File: src/hdl/fps_pkg.sv
// ------------------------------------------------------------------------------------------------
// Fire pixel shader package
// Geometry constants, field widths, register codes and reset values.
// ------------------------------------------------------------------------------------------------
package fps_pkg;

   // face geometry
   localparam int FACE_SIZE       = 8;
   localparam int SIDE_FACE_COUNT = 4;
   localparam int FACE_AREA       = FACE_SIZE * FACE_SIZE;

   // field widths
   localparam int FACE_BITS      = 3;
   localparam int FACE_NUM_BITS  = 2;
   localparam int LOCAL_BITS     = 2 * FACE_BITS;
   localparam int PIX_BITS       = 8;
   localparam int LED_INDEX_BITS = 8;
   localparam int CSR_DATA_BITS  = 8;
   localparam int CSR_INDEX_BITS = 3;

   typedef logic [FACE_BITS-1:0]      coord_type;
   typedef logic [FACE_NUM_BITS-1:0]  face_type;
   typedef logic [PIX_BITS-1:0]       pix_type;
   typedef logic [LED_INDEX_BITS-1:0] led_index_type;

   // register indexes on the csr port
   typedef enum logic [CSR_INDEX_BITS-1:0] {
      CSR_COOLING       = 3'd0,
      CSR_HUE_RANGE     = 3'd1,
      CSR_BASE_HUE      = 3'd2,
      CSR_ROTATION      = 3'd3,
      CSR_ORIGIN_CORNER = 3'd4,
      CSR_SERPENTINE    = 3'd5,
      CSR_CHAIN_AXIS    = 3'd6
   } csr_index_type;

   // quarter-turn codes
   localparam logic [1:0] ROT_0   = 2'd0;
   localparam logic [1:0] ROT_90  = 2'd1;
   localparam logic [1:0] ROT_180 = 2'd2;
   localparam logic [1:0] ROT_270 = 2'd3;

   // register reset values
   localparam pix_type    COOLING_RESET       = 8'd64;
   localparam pix_type    HUE_RANGE_RESET     = 8'd64;
   localparam pix_type    BASE_HUE_RESET      = 8'd0;
   localparam logic [1:0] ROTATION_RESET      = ROT_0;
   localparam logic [1:0] ORIGIN_CORNER_RESET = 2'd0;
   localparam logic       SERPENTINE_RESET    = 1'b0;
   localparam logic       CHAIN_AXIS_RESET    = 1'b0;

endpackage

File: src/hdl/fps_if.sv
// ------------------------------------------------------------------------------------------------
// Fire pixel shader channels
// Valid/ready request and result channels carrying the pixel payloads.
// ------------------------------------------------------------------------------------------------

// pixel request channel
interface fps_req_if;
   import fps_pkg::*;

   logic      valid;
   logic      ready;
   face_type  face_number;
   coord_type column;
   coord_type heat_row;
   pix_type   heat_here;
   pix_type   heat_below;
   pix_type   phase;
   pix_type   value_mask;
   pix_type   tint_mask;

   modport source (
      output valid, face_number, column, heat_row, heat_here, heat_below,
             phase, value_mask, tint_mask,
      input  ready
   );
   modport sink (
      input  valid, face_number, column, heat_row, heat_here, heat_below,
             phase, value_mask, tint_mask,
      output ready
   );
   modport monitor (
      input valid, ready, face_number, column, heat_row, heat_here, heat_below,
            phase, value_mask, tint_mask
   );
endinterface

// shaded pixel result channel
interface fps_rsp_if;
   import fps_pkg::*;

   logic          valid;
   logic          ready;
   led_index_type led_index;
   pix_type       red;
   pix_type       green;
   pix_type       blue;

   modport source (
      output valid, led_index, red, green, blue,
      input  ready
   );
   modport sink (
      input  valid, led_index, red, green, blue,
      output ready
   );
   modport monitor (
      input valid, ready, led_index, red, green, blue
   );
endinterface

File: src/hdl/fire_pixel_shader.sv
// ------------------------------------------------------------------------------------------------
// Fire pixel shader: heat blend, cooling, hue offset, HSV to RGB and LED index mapping
// Pipeline: four register stages between request acceptance and result valid.
// Throughput: one request per cycle; each stage holds under backpressure and fills bubbles.
// Reset: synchronous, clears all valid bits and loads the register defaults.
// ------------------------------------------------------------------------------------------------
module fire_pixel_shader (
   input  logic                             clock,
   input  logic                             reset,
   input  logic                             csr_write_en,
   input  logic [fps_pkg::CSR_INDEX_BITS-1:0] csr_index,
   input  logic [fps_pkg::CSR_DATA_BITS-1:0]  csr_write_data,
   fps_req_if.sink                          req_ch,
   fps_rsp_if.source                        rsp_ch
);
   import fps_pkg::*;

   // hue sectors of the HSV wheel
   typedef enum logic [2:0] {
      SEC_RED     = 3'd0,
      SEC_YELLOW  = 3'd1,
      SEC_GREEN   = 3'd2,
      SEC_CYAN    = 3'd3,
      SEC_BLUE    = 3'd4,
      SEC_MAGENTA = 3'd5
   } sector_type;

   localparam coord_type FACE_LAST = FACE_BITS'(FACE_SIZE - 1);

   // floor(m * 255 / 2^24), clamped to a byte
   function automatic pix_type chan_scale(input logic [24:0] m);
      logic [32:0] t;
      t = {m, 8'b0} - {8'b0, m};
      return t[32] ? 8'hFF : t[31:24];
   endfunction

   // ---------------------------------------------------------------------------------------------
   // configuration registers
   // ---------------------------------------------------------------------------------------------
   pix_type    cooling_ff, hue_range_ff, base_hue_ff;
   logic [1:0] rotation_ff, origin_corner_ff;
   logic       serpentine_ff, chain_axis_ff;

   always_ff @(posedge clock) begin
      if (reset) begin
         cooling_ff       <= COOLING_RESET;
         hue_range_ff     <= HUE_RANGE_RESET;
         base_hue_ff      <= BASE_HUE_RESET;
         rotation_ff      <= ROTATION_RESET;
         origin_corner_ff <= ORIGIN_CORNER_RESET;
         serpentine_ff    <= SERPENTINE_RESET;
         chain_axis_ff    <= CHAIN_AXIS_RESET;
      end else if (csr_write_en) begin
         unique case (csr_index_type'(csr_index))
            CSR_COOLING:       cooling_ff       <= csr_write_data;
            CSR_HUE_RANGE:     hue_range_ff     <= csr_write_data;
            CSR_BASE_HUE:      base_hue_ff      <= csr_write_data;
            CSR_ROTATION:      rotation_ff      <= csr_write_data[1:0];
            CSR_ORIGIN_CORNER: origin_corner_ff <= csr_write_data[1:0];
            CSR_SERPENTINE:    serpentine_ff    <= csr_write_data[0];
            CSR_CHAIN_AXIS:    chain_axis_ff    <= csr_write_data[0];
            default: ;
         endcase
      end
   end

   // ---------------------------------------------------------------------------------------------
   // stage flow control: a stage moves on when it is empty or its successor moves
   // ---------------------------------------------------------------------------------------------
   logic s1_valid_ff, s2_valid_ff, s3_valid_ff, out_valid_ff;
   logic s1_adv, s2_adv, s3_adv, out_adv;

   assign out_adv      = !out_valid_ff || rsp_ch.ready;
   assign s3_adv       = !s3_valid_ff  || out_adv;
   assign s2_adv       = !s2_valid_ff  || s3_adv;
   assign s1_adv       = !s1_valid_ff  || s2_adv;
   assign req_ch.ready = s1_adv;

   always_ff @(posedge clock) begin
      if (reset) begin
         s1_valid_ff  <= 1'b0;
         s2_valid_ff  <= 1'b0;
         s3_valid_ff  <= 1'b0;
         out_valid_ff <= 1'b0;
      end else begin
         if (s1_adv)  s1_valid_ff  <= req_ch.valid;
         if (s2_adv)  s2_valid_ff  <= s1_valid_ff;
         if (s3_adv)  s3_valid_ff  <= s2_valid_ff;
         if (out_adv) out_valid_ff <= s3_valid_ff;
      end
   end

   // ---------------------------------------------------------------------------------------------
   // stage 1: blend and mask products, LED index mapping
   // ---------------------------------------------------------------------------------------------
   logic [16:0]   s1_blend_a_in, s1_blend_a_ff;
   logic [15:0]   s1_blend_b_in, s1_blend_b_ff;
   logic [15:0]   s1_cool_in,    s1_cool_ff;
   logic [15:0]   s1_hue_off_in, s1_hue_off_ff;
   led_index_type s1_index_in,   s1_index_ff;

   logic [8:0]           ph_inv;
   face_type             face_mod;
   coord_type            col_mod, row_mod;
   coord_type            px, py, px_rot, py_rot;
   logic [LOCAL_BITS-1:0] local_offset;

   assign ph_inv        = 9'd256 - {1'b0, req_ch.phase};
   assign s1_blend_a_in = ph_inv * req_ch.heat_here;
   assign s1_blend_b_in = req_ch.phase * req_ch.heat_below;
   assign s1_cool_in    = req_ch.value_mask * cooling_ff;
   assign s1_hue_off_in = req_ch.tint_mask * hue_range_ff;

   // face coordinates to chain offset: rotate, mirror, then walk the chain
   always_comb begin
      face_mod = FACE_NUM_BITS'(32'(req_ch.face_number) % SIDE_FACE_COUNT);
      col_mod  = FACE_BITS'(32'(req_ch.column) % FACE_SIZE);
      row_mod  = FACE_BITS'(32'(req_ch.heat_row) % FACE_SIZE);
      px       = col_mod;
      py       = FACE_LAST - row_mod;

      case (rotation_ff)
         ROT_90: begin
            px_rot = FACE_LAST - py;
            py_rot = px;
         end
         ROT_180: begin
            px_rot = FACE_LAST - px;
            py_rot = FACE_LAST - py;
         end
         ROT_270: begin
            px_rot = py;
            py_rot = FACE_LAST - px;
         end
         default: begin
            px_rot = px;
            py_rot = py;
         end
      endcase

      if (origin_corner_ff[0]) px_rot = FACE_LAST - px_rot;
      if (origin_corner_ff[1]) py_rot = FACE_LAST - py_rot;

      if (chain_axis_ff) begin
         if (serpentine_ff && px_rot[0]) py_rot = FACE_LAST - py_rot;
         local_offset = LOCAL_BITS'(32'(px_rot) * FACE_SIZE + 32'(py_rot));
      end else begin
         if (serpentine_ff && py_rot[0]) px_rot = FACE_LAST - px_rot;
         local_offset = LOCAL_BITS'(32'(py_rot) * FACE_SIZE + 32'(px_rot));
      end

      s1_index_in = LED_INDEX_BITS'(32'(face_mod) * FACE_AREA + 32'(local_offset));
   end

   always_ff @(posedge clock) begin
      if (s1_adv) begin
         s1_blend_a_ff <= s1_blend_a_in;
         s1_blend_b_ff <= s1_blend_b_in;
         s1_cool_ff    <= s1_cool_in;
         s1_hue_off_ff <= s1_hue_off_in;
         s1_index_ff   <= s1_index_in;
      end
   end

   // ---------------------------------------------------------------------------------------------
   // stage 2: brightness with cooling and clamp; hue, sector and interpolation factors
   // ---------------------------------------------------------------------------------------------
   pix_type       s2_val_in, s2_val_ff;
   sector_type    s2_sector_in, s2_sector_ff;
   logic [16:0]   s2_fq_in, s2_fq_ff;
   logic [16:0]   s2_ft_in, s2_ft_ff;
   led_index_type s2_index_ff;

   logic [16:0] blend;
   logic [18:0] diff;
   pix_type     hue;
   logic [10:0] hue6;
   logic [15:0] frac255;

   always_comb begin
      // blend minus four times the cooling product; the 1/256 scale is the top byte
      blend = s1_blend_a_ff + 17'(s1_blend_b_ff);
      diff  = 19'(blend) - 19'({s1_cool_ff, 2'b00});
      if (diff[18])
         s2_val_in = '0;
      else if (|diff[17:16])
         s2_val_in = 8'hFF;
      else
         s2_val_in = diff[15:8];

      // hue wraps modulo 256, six sectors over the turn
      hue          = base_hue_ff + s1_hue_off_ff[13:6];
      hue6         = {1'b0, hue, 2'b00} + {2'b00, hue, 1'b0};
      s2_sector_in = sector_type'(hue6[10:8]);
      frac255      = {hue6[7:0], 8'b0} - {8'b0, hue6[7:0]};
      s2_fq_in     = 17'h10000 - 17'(frac255);
      s2_ft_in     = 17'(frac255) + 17'd256;
   end

   always_ff @(posedge clock) begin
      if (s2_adv) begin
         s2_val_ff    <= s2_val_in;
         s2_sector_ff <= s2_sector_in;
         s2_fq_ff     <= s2_fq_in;
         s2_ft_ff     <= s2_ft_in;
         s2_index_ff  <= s1_index_ff;
      end
   end

   // ---------------------------------------------------------------------------------------------
   // stage 3: brightness times the falling and rising factors
   // ---------------------------------------------------------------------------------------------
   pix_type       s3_cv_in, s3_cv_ff;
   logic [24:0]   s3_mq_in, s3_mq_ff;
   logic [24:0]   s3_mt_in, s3_mt_ff;
   sector_type    s3_sector_ff;
   led_index_type s3_index_ff;
   logic [15:0]   val255;

   assign val255   = {s2_val_ff, 8'b0} - {8'b0, s2_val_ff};
   assign s3_cv_in = val255[15:8];
   assign s3_mq_in = s2_val_ff * s2_fq_ff;
   assign s3_mt_in = s2_val_ff * s2_ft_ff;

   always_ff @(posedge clock) begin
      if (s3_adv) begin
         s3_cv_ff     <= s3_cv_in;
         s3_mq_ff     <= s3_mq_in;
         s3_mt_ff     <= s3_mt_in;
         s3_sector_ff <= s2_sector_ff;
         s3_index_ff  <= s2_index_ff;
      end
   end

   // ---------------------------------------------------------------------------------------------
   // stage 4: scale to drive levels and route by sector into the output register
   // ---------------------------------------------------------------------------------------------
   pix_type       cq, ct;
   pix_type       red_in, green_in, blue_in;
   pix_type       red_ff, green_ff, blue_ff;
   led_index_type led_index_ff;

   // the desaturated channel always rounds down to zero at s = 255/256
   always_comb begin
      cq = chan_scale(s3_mq_ff);
      ct = chan_scale(s3_mt_ff);
      case (s3_sector_ff)
         SEC_RED: begin
            red_in = s3_cv_ff; green_in = ct;       blue_in = '0;
         end
         SEC_YELLOW: begin
            red_in = cq;       green_in = s3_cv_ff; blue_in = '0;
         end
         SEC_GREEN: begin
            red_in = '0;       green_in = s3_cv_ff; blue_in = ct;
         end
         SEC_CYAN: begin
            red_in = '0;       green_in = cq;       blue_in = s3_cv_ff;
         end
         SEC_BLUE: begin
            red_in = ct;       green_in = '0;       blue_in = s3_cv_ff;
         end
         default: begin
            red_in = s3_cv_ff; green_in = '0;       blue_in = cq;
         end
      endcase
   end

   always_ff @(posedge clock) begin
      if (out_adv) begin
         red_ff       <= red_in;
         green_ff     <= green_in;
         blue_ff      <= blue_in;
         led_index_ff <= s3_index_ff;
      end
   end

   assign rsp_ch.valid     = out_valid_ff;
   assign rsp_ch.led_index = led_index_ff;
   assign rsp_ch.red       = red_ff;
   assign rsp_ch.green     = green_ff;
   assign rsp_ch.blue      = blue_ff;

endmodule

File: src/flat_wrapper.sv
// flat-port wrapper written by rule: the top's interface ports become plain ports
module fire_pixel_shader_flat import fps_pkg::*;
  (clock, reset, csr_write_en, csr_index, csr_write_data, req_ch_valid, req_ch_face_number, req_ch_column, req_ch_heat_row, req_ch_heat_here, req_ch_heat_below, req_ch_phase, req_ch_value_mask, req_ch_tint_mask, req_ch_ready, rsp_ch_valid, rsp_ch_led_index, rsp_ch_red, rsp_ch_green, rsp_ch_blue, rsp_ch_ready);
  fps_req_if req_ch_i ();
  fps_rsp_if rsp_ch_i ();
  input  logic clock;
  input  logic reset;
  input  logic csr_write_en;
  input  logic [fps_pkg::CSR_INDEX_BITS-1:0] csr_index;
  input  logic [fps_pkg::CSR_DATA_BITS-1:0] csr_write_data;
  input wire logic [$bits(req_ch_i.valid)-1:0] req_ch_valid;
  input wire logic [$bits(req_ch_i.face_number)-1:0] req_ch_face_number;
  input wire logic [$bits(req_ch_i.column)-1:0] req_ch_column;
  input wire logic [$bits(req_ch_i.heat_row)-1:0] req_ch_heat_row;
  input wire logic [$bits(req_ch_i.heat_here)-1:0] req_ch_heat_here;
  input wire logic [$bits(req_ch_i.heat_below)-1:0] req_ch_heat_below;
  input wire logic [$bits(req_ch_i.phase)-1:0] req_ch_phase;
  input wire logic [$bits(req_ch_i.value_mask)-1:0] req_ch_value_mask;
  input wire logic [$bits(req_ch_i.tint_mask)-1:0] req_ch_tint_mask;
  output wire logic [$bits(req_ch_i.ready)-1:0] req_ch_ready;
  output wire logic [$bits(rsp_ch_i.valid)-1:0] rsp_ch_valid;
  output wire logic [$bits(rsp_ch_i.led_index)-1:0] rsp_ch_led_index;
  output wire logic [$bits(rsp_ch_i.red)-1:0] rsp_ch_red;
  output wire logic [$bits(rsp_ch_i.green)-1:0] rsp_ch_green;
  output wire logic [$bits(rsp_ch_i.blue)-1:0] rsp_ch_blue;
  input wire logic [$bits(rsp_ch_i.ready)-1:0] rsp_ch_ready;
  assign req_ch_i.valid = req_ch_valid;
  assign req_ch_i.face_number = req_ch_face_number;
  assign req_ch_i.column = req_ch_column;
  assign req_ch_i.heat_row = req_ch_heat_row;
  assign req_ch_i.heat_here = req_ch_heat_here;
  assign req_ch_i.heat_below = req_ch_heat_below;
  assign req_ch_i.phase = req_ch_phase;
  assign req_ch_i.value_mask = req_ch_value_mask;
  assign req_ch_i.tint_mask = req_ch_tint_mask;
  assign req_ch_ready = req_ch_i.ready;
  assign rsp_ch_valid = rsp_ch_i.valid;
  assign rsp_ch_led_index = rsp_ch_i.led_index;
  assign rsp_ch_red = rsp_ch_i.red;
  assign rsp_ch_green = rsp_ch_i.green;
  assign rsp_ch_blue = rsp_ch_i.blue;
  assign rsp_ch_i.ready = rsp_ch_ready;
  fire_pixel_shader u_core (.clock(clock), .reset(reset), .csr_write_en(csr_write_en), .csr_index(csr_index), .csr_write_data(csr_write_data), .req_ch(req_ch_i), .rsp_ch(rsp_ch_i));
endmodule
File: config.mk
export PLATFORM = sky130hd
export DESIGN_NAME = fire_pixel_shader_flat
export DESIGN_NICKNAME = d
export VERILOG_FILES = /design/src/hdl/fps_pkg.sv /design/src/hdl/fps_if.sv /design/src/hdl/fire_pixel_shader.sv /design/src/flat_wrapper.sv
export SDC_FILE = /design/constraint.sdc
export NUM_CORES = 2
export LEC_CHECK = 0
export BUFFER_PORTS_ARGS = -buffer_cell sky130_fd_sc_hd__buf_2
export CAP_MARGIN = 20
export CORE_MARGIN = 5
export CORE_UTILIZATION = 30
export DETAILED_ROUTE_END_ITERATION = 7
export GPL_ROUTABILITY_DRIVEN = 0
export GPL_TIMING_DRIVEN = 0
export SYNTH_ARGS = -nofsm -noshare
export SYNTH_HDL_FRONTEND = slang
export SYNTH_SLANG_ARGS = --single-unit
File: constraint.sdc
create_clock -name clock -period 5.25 [get_ports clock]
set_input_delay 0 -clock clock [delete_from_list [all_inputs] [get_ports clock]]
set_output_delay 0 -clock clock [all_outputs]
set_load 0.02 [all_outputs]
==> results summary <==
The data arrival time of the critical path is ~5500 ps. After synthesis, the most frequently instantiated cells are sky130_fd_sc_hd__inv_1 (490), sky130_fd_sc_hd__nand2_1 (329), sky130_fd_sc_hd__fa_1 (318). Cell internal power was estimated by the tool at between 10 and 15 mW.

The worst slew margin relative to its limit came out at between 30% and 40%. The initial cell density of the core is between 30% and 40%. The mean routed wirelength per cell is around 14 um. The largest net degree at the start of global routing is 64. The worst clock skew on the final layout came out at 15.8 ps. The net count reported at finish is roughly 3800.

The register-to-register setup slack is ~110 ps. In this run, CTS created clock tree buffers numbering 30. Of all cell types, the one taking the most synthesized area is sky130_fd_sc_hd__edfxtp_1. In this design, the largest share of critical-path delay is due to adder cells. The register share of total power came out at 18.5%. The remaining antenna violation count after routing is 0. After detailed routing, the number of vias per cell comes to ~4.6. The area occupied by registers is 7080 um2. Setup repair after global routing could not meet its margin everywhere. The number of max-cap violations came out at 0.

The analysis attributes to cell leakage a power of around 15 nW. The remaining global-route overflow is 0. Of the total power, the clock network draws 9.4%. The H-tree depth came out at 1.

The post-synthesis register bit count is 247. The first TritonRoute pass finished after 5 iterations. The fraction of the yosys area taken by sequential cells is 24.8%. The nature of the critical path endpoint is a flop. The total of warnings raised by yosys is 0. In the synthesized netlist, the number of instances is approximately 3000. The combined area of the multi-input logic cells is roughly 20000 um2. TritonCTS built the clock tree. The detailed-route wire length is approximately 64 mm. The path type of the worst min-delay path is input port to flop.

Yosys instantiated no cell more often than sky130_fd_sc_hd__inv_1. The width of the die came out at between 300 and 400 um. The startpoint kind of the worst setup timing path is a flop. The area enclosed by the die boundary came out at 101000 um2. The clock insertion delay at the later pin of the skew report is 580 ps. STA puts the critical path data required time at roughly 5600 ps. Setup violations remaining at the end of the flow were counted as 0. The shortest clock period the worst path allows after layout is 5140 ps.

The worst hold-check slack came out at 27.8 ps. The share of final-layout standard cells stronger than drive strength 1 is 8.28%. The clock transition at the register clock pins on the worst setup and hold paths after CTS is about 60 ps.

In this run the vertical extent of the chip is between 300 and 400 um. The maximum single-stage delay on the critical path is roughly 570 ps. The HPWL after detailed placement came out at around 52 mm. Among all stages on the critical path, the largest delay is contributed by sky130_fd_sc_hd__or4_4. After synthesis, the cell types taking the most area are sky130_fd_sc_hd__edfxtp_1 (22%), sky130_fd_sc_hd__fa_1 (22%), sky130_fd_sc_hd__ha_1 (13%), sky130_fd_sc_hd__and2_1 (6.9%), sky130_fd_sc_hd__inv_1 (6.4%). The maximum number of buffers from clock root to sink came out at 3. The share of Yosys cell area claimed by the top area cell type came out at between 20% and 30%. The root buffer cell chosen for the clock tree is sky130_fd_sc_hd__clkbuf_16. The slew of the pin with the lowest slew margin came out at roughly 1000 ps. The final hold violation count is 0. The number of distinct library cells after synthesis is just under 90. In this run the mean area of a mapped cell was roughly 9.6 um2. The first routing iteration left 885 violations. The power per cell area came out at 683 nW/um2.

The setup TNS came out at 0 ps. The area growth from synthesis to layout is 13.4%. The number of vias after detailed routing came out at between 20000 and 25000. The via count of the first global-routing pass came out at slightly above 20000. The boundary pin count is 98. The number of standard-cell rows in the floorplan came out at roughly 110. The flow ran to the end, and the final reports show no timing, DRC or antenna violations. The layout filler cell count came out at 9728.

The total area inside the core boundary comes to roughly 95000 um2. The dominant synthesized flop cell is sky130_fd_sc_hd__edfxtp_1. The total nets after synthesis is approximately 3700.

The final-report max-slew violation count came out at 0. The first global-routing pass estimated ~110 mm of wire. The minimum setup slack in the final design came out at between 100 and 150 ps. Before CTS, the worst setup slack after placement is -878 ps. The signal on the critical path passes through clkbuf_4 -> and2_1 -> fa_1 -> fa_1 -> fa_1 -> inv_1 -> fa_1 -> inv_1 -> ha_1 -> or4_4 -> a21oi_2 -> or3_1 -> a21oi_2 -> a211o_1 -> a21oi_1 -> xnor2_1. The peak fanout along the critical path came out at 10. The largest vdd supply drop came out at about 0.57 mV. The clock sink count is between 200 and 250. The number of antenna violations at the first check in global routing is 9. The aggregate global-route resource usage is about an eighth.

The power spent charging and discharging nets came out at 10.4 mW. The critical path buffer and inverter count is 3. Dividing the final minimum period by the clock period gives 97.9%. The share of total power dissipated in combinational logic is ~72%. The post-synthesis instance area is roughly 29000 um2. The critical path is of the flop to flop type. The switching share of total power is 47.2%. The number of port buffers came out at 92. For this run, design rule violations remaining after detail routing come to 0. Counting flops with an async set or reset pin after synthesis yields a share of 0%. Among the stages of the critical path, the cell type that occurs most often is sky130_fd_sc_hd__fa_1.

The maximum clock frequency is between 150 and 200 MHz. The count of flip-flops with a built-in enable after synthesis is about 210.
[layout make-up]
class	count	area share, %
Buffer	68	1.12
Sequential cell	247	21.8
Clock inverter	15	0.444
Timing Repair Buffer	145	3.03
Inverter	491	5.69
Antenna cell	6	0.0463
Clock buffer	41	2.64
Multi-Input combinational cell	2168	60.3
Tap cell	1265	4.89
[metal layers]
metal / routed length, um / track usage (%)
met4: 1770 / 3.23
met5: 31 / 0
met3: 3020 / 1.99
met1: 29400 / 16.9
met2: 30100 / 21.2
[worst min-delay path, stage by stage]
cell and delay, ps:
sky130_fd_sc_hd__buf_2 90, sky130_fd_sc_hd__mux2i_1 80, sky130_fd_sc_hd__xnor2_1 150, sky130_fd_sc_hd__o21ai_0 170
[power groups by stage]
stage	combinational, mW	clock [mW]	sequential, mW
finish	16.0	2.08	4.08
global route	18.3	2.23	4.16
floorplan	11.8	0	3.92
CTS	15.5	2.15	4.06
detailed placement	15.3	0	4.10
global placement	15.1	0	4.11
[path summary, 6_finish.rpt]
check,from,end,depth (start not counted)
setup reg to reg,u_core.s2_val_ff[5],u_core.s3_mt_ff[23],16
setup / recovery,u_core.s2_val_ff[5],u_core.s3_mt_ff[23],16
hold / removal,req_ch_heat_row[2],u_core.s1_index_ff[5],4
hold reg to reg,u_core.s2_index_ff[3],u_core.s3_index_ff[3],0
[stage by stage]
stage	total power [mW]	instances	util (%)	cell area, um2
2_1_floorplan	15.7	2978	-	28600
3_3_place_gp	19.2	4335	32.3	30600
3_5_place_dp	19.4	4339	32.4	30700
4_1_cts	21.7	4426	33.9	32100
5_1_grt	24.6	4442	34.2	32400
6_report	22.1	4446	34.2	32400
[placed cells by master (no fill, tap or decap), types with 40 or more instances in the layout]
master                       n
sky130_fd_sc_hd__a21oi_1   101
sky130_fd_sc_hd__xnor2_1   104
sky130_fd_sc_hd__edfxtp_1  213
sky130_fd_sc_hd__inv_1     488
sky130_fd_sc_hd__nand2_1   327
sky130_fd_sc_hd__o21ai_0    63
sky130_fd_sc_hd__nor2_1    145
sky130_fd_sc_hd__buf_2      93
sky130_fd_sc_hd__a21o_1     40
sky130_fd_sc_hd__fa_1      317
sky130_fd_sc_hd__ha_1      298
sky130_fd_sc_hd__and2_1    316
sky130_fd_sc_hd__clkbuf_1   51
[state kept, by name, summed over array words and instances (netlist names), 15 cells and up]
signal,flops
u_core.s2_fq_ff,15
u_core.s1_blend_a_ff,17
u_core.s1_blend_b_ff,16
u_core.s1_cool_ff,16
u_core.s3_mt_ff,24
u_core.s2_ft_ff,16
u_core.s3_mq_ff,23
[logic make-up after synthesis]
kind of cell | after synthesis | share of synthesized area [%]
adder cells (fa/ha/maj) | 623 | 35.6
AO/OA/AOI/OAI | 399 | 9.49
XOR/XNOR | 144 | 4.68
buffers and inverters | 563 | 7.42
flip-flops | 247 | 24.8
AND/OR/NAND/NOR | 985 | 17.4
multiplexers | 17 | 0.613
[repair_timing]
action	CTS	global route
setup endpoints to repair	16	12
pin swaps	1	19
buffers inserted	5	17
hold buffers	27	0
endpoints found under the hold margin	45	0
gates resized for setup	34	59
Power figures use the tool's default switching activity.
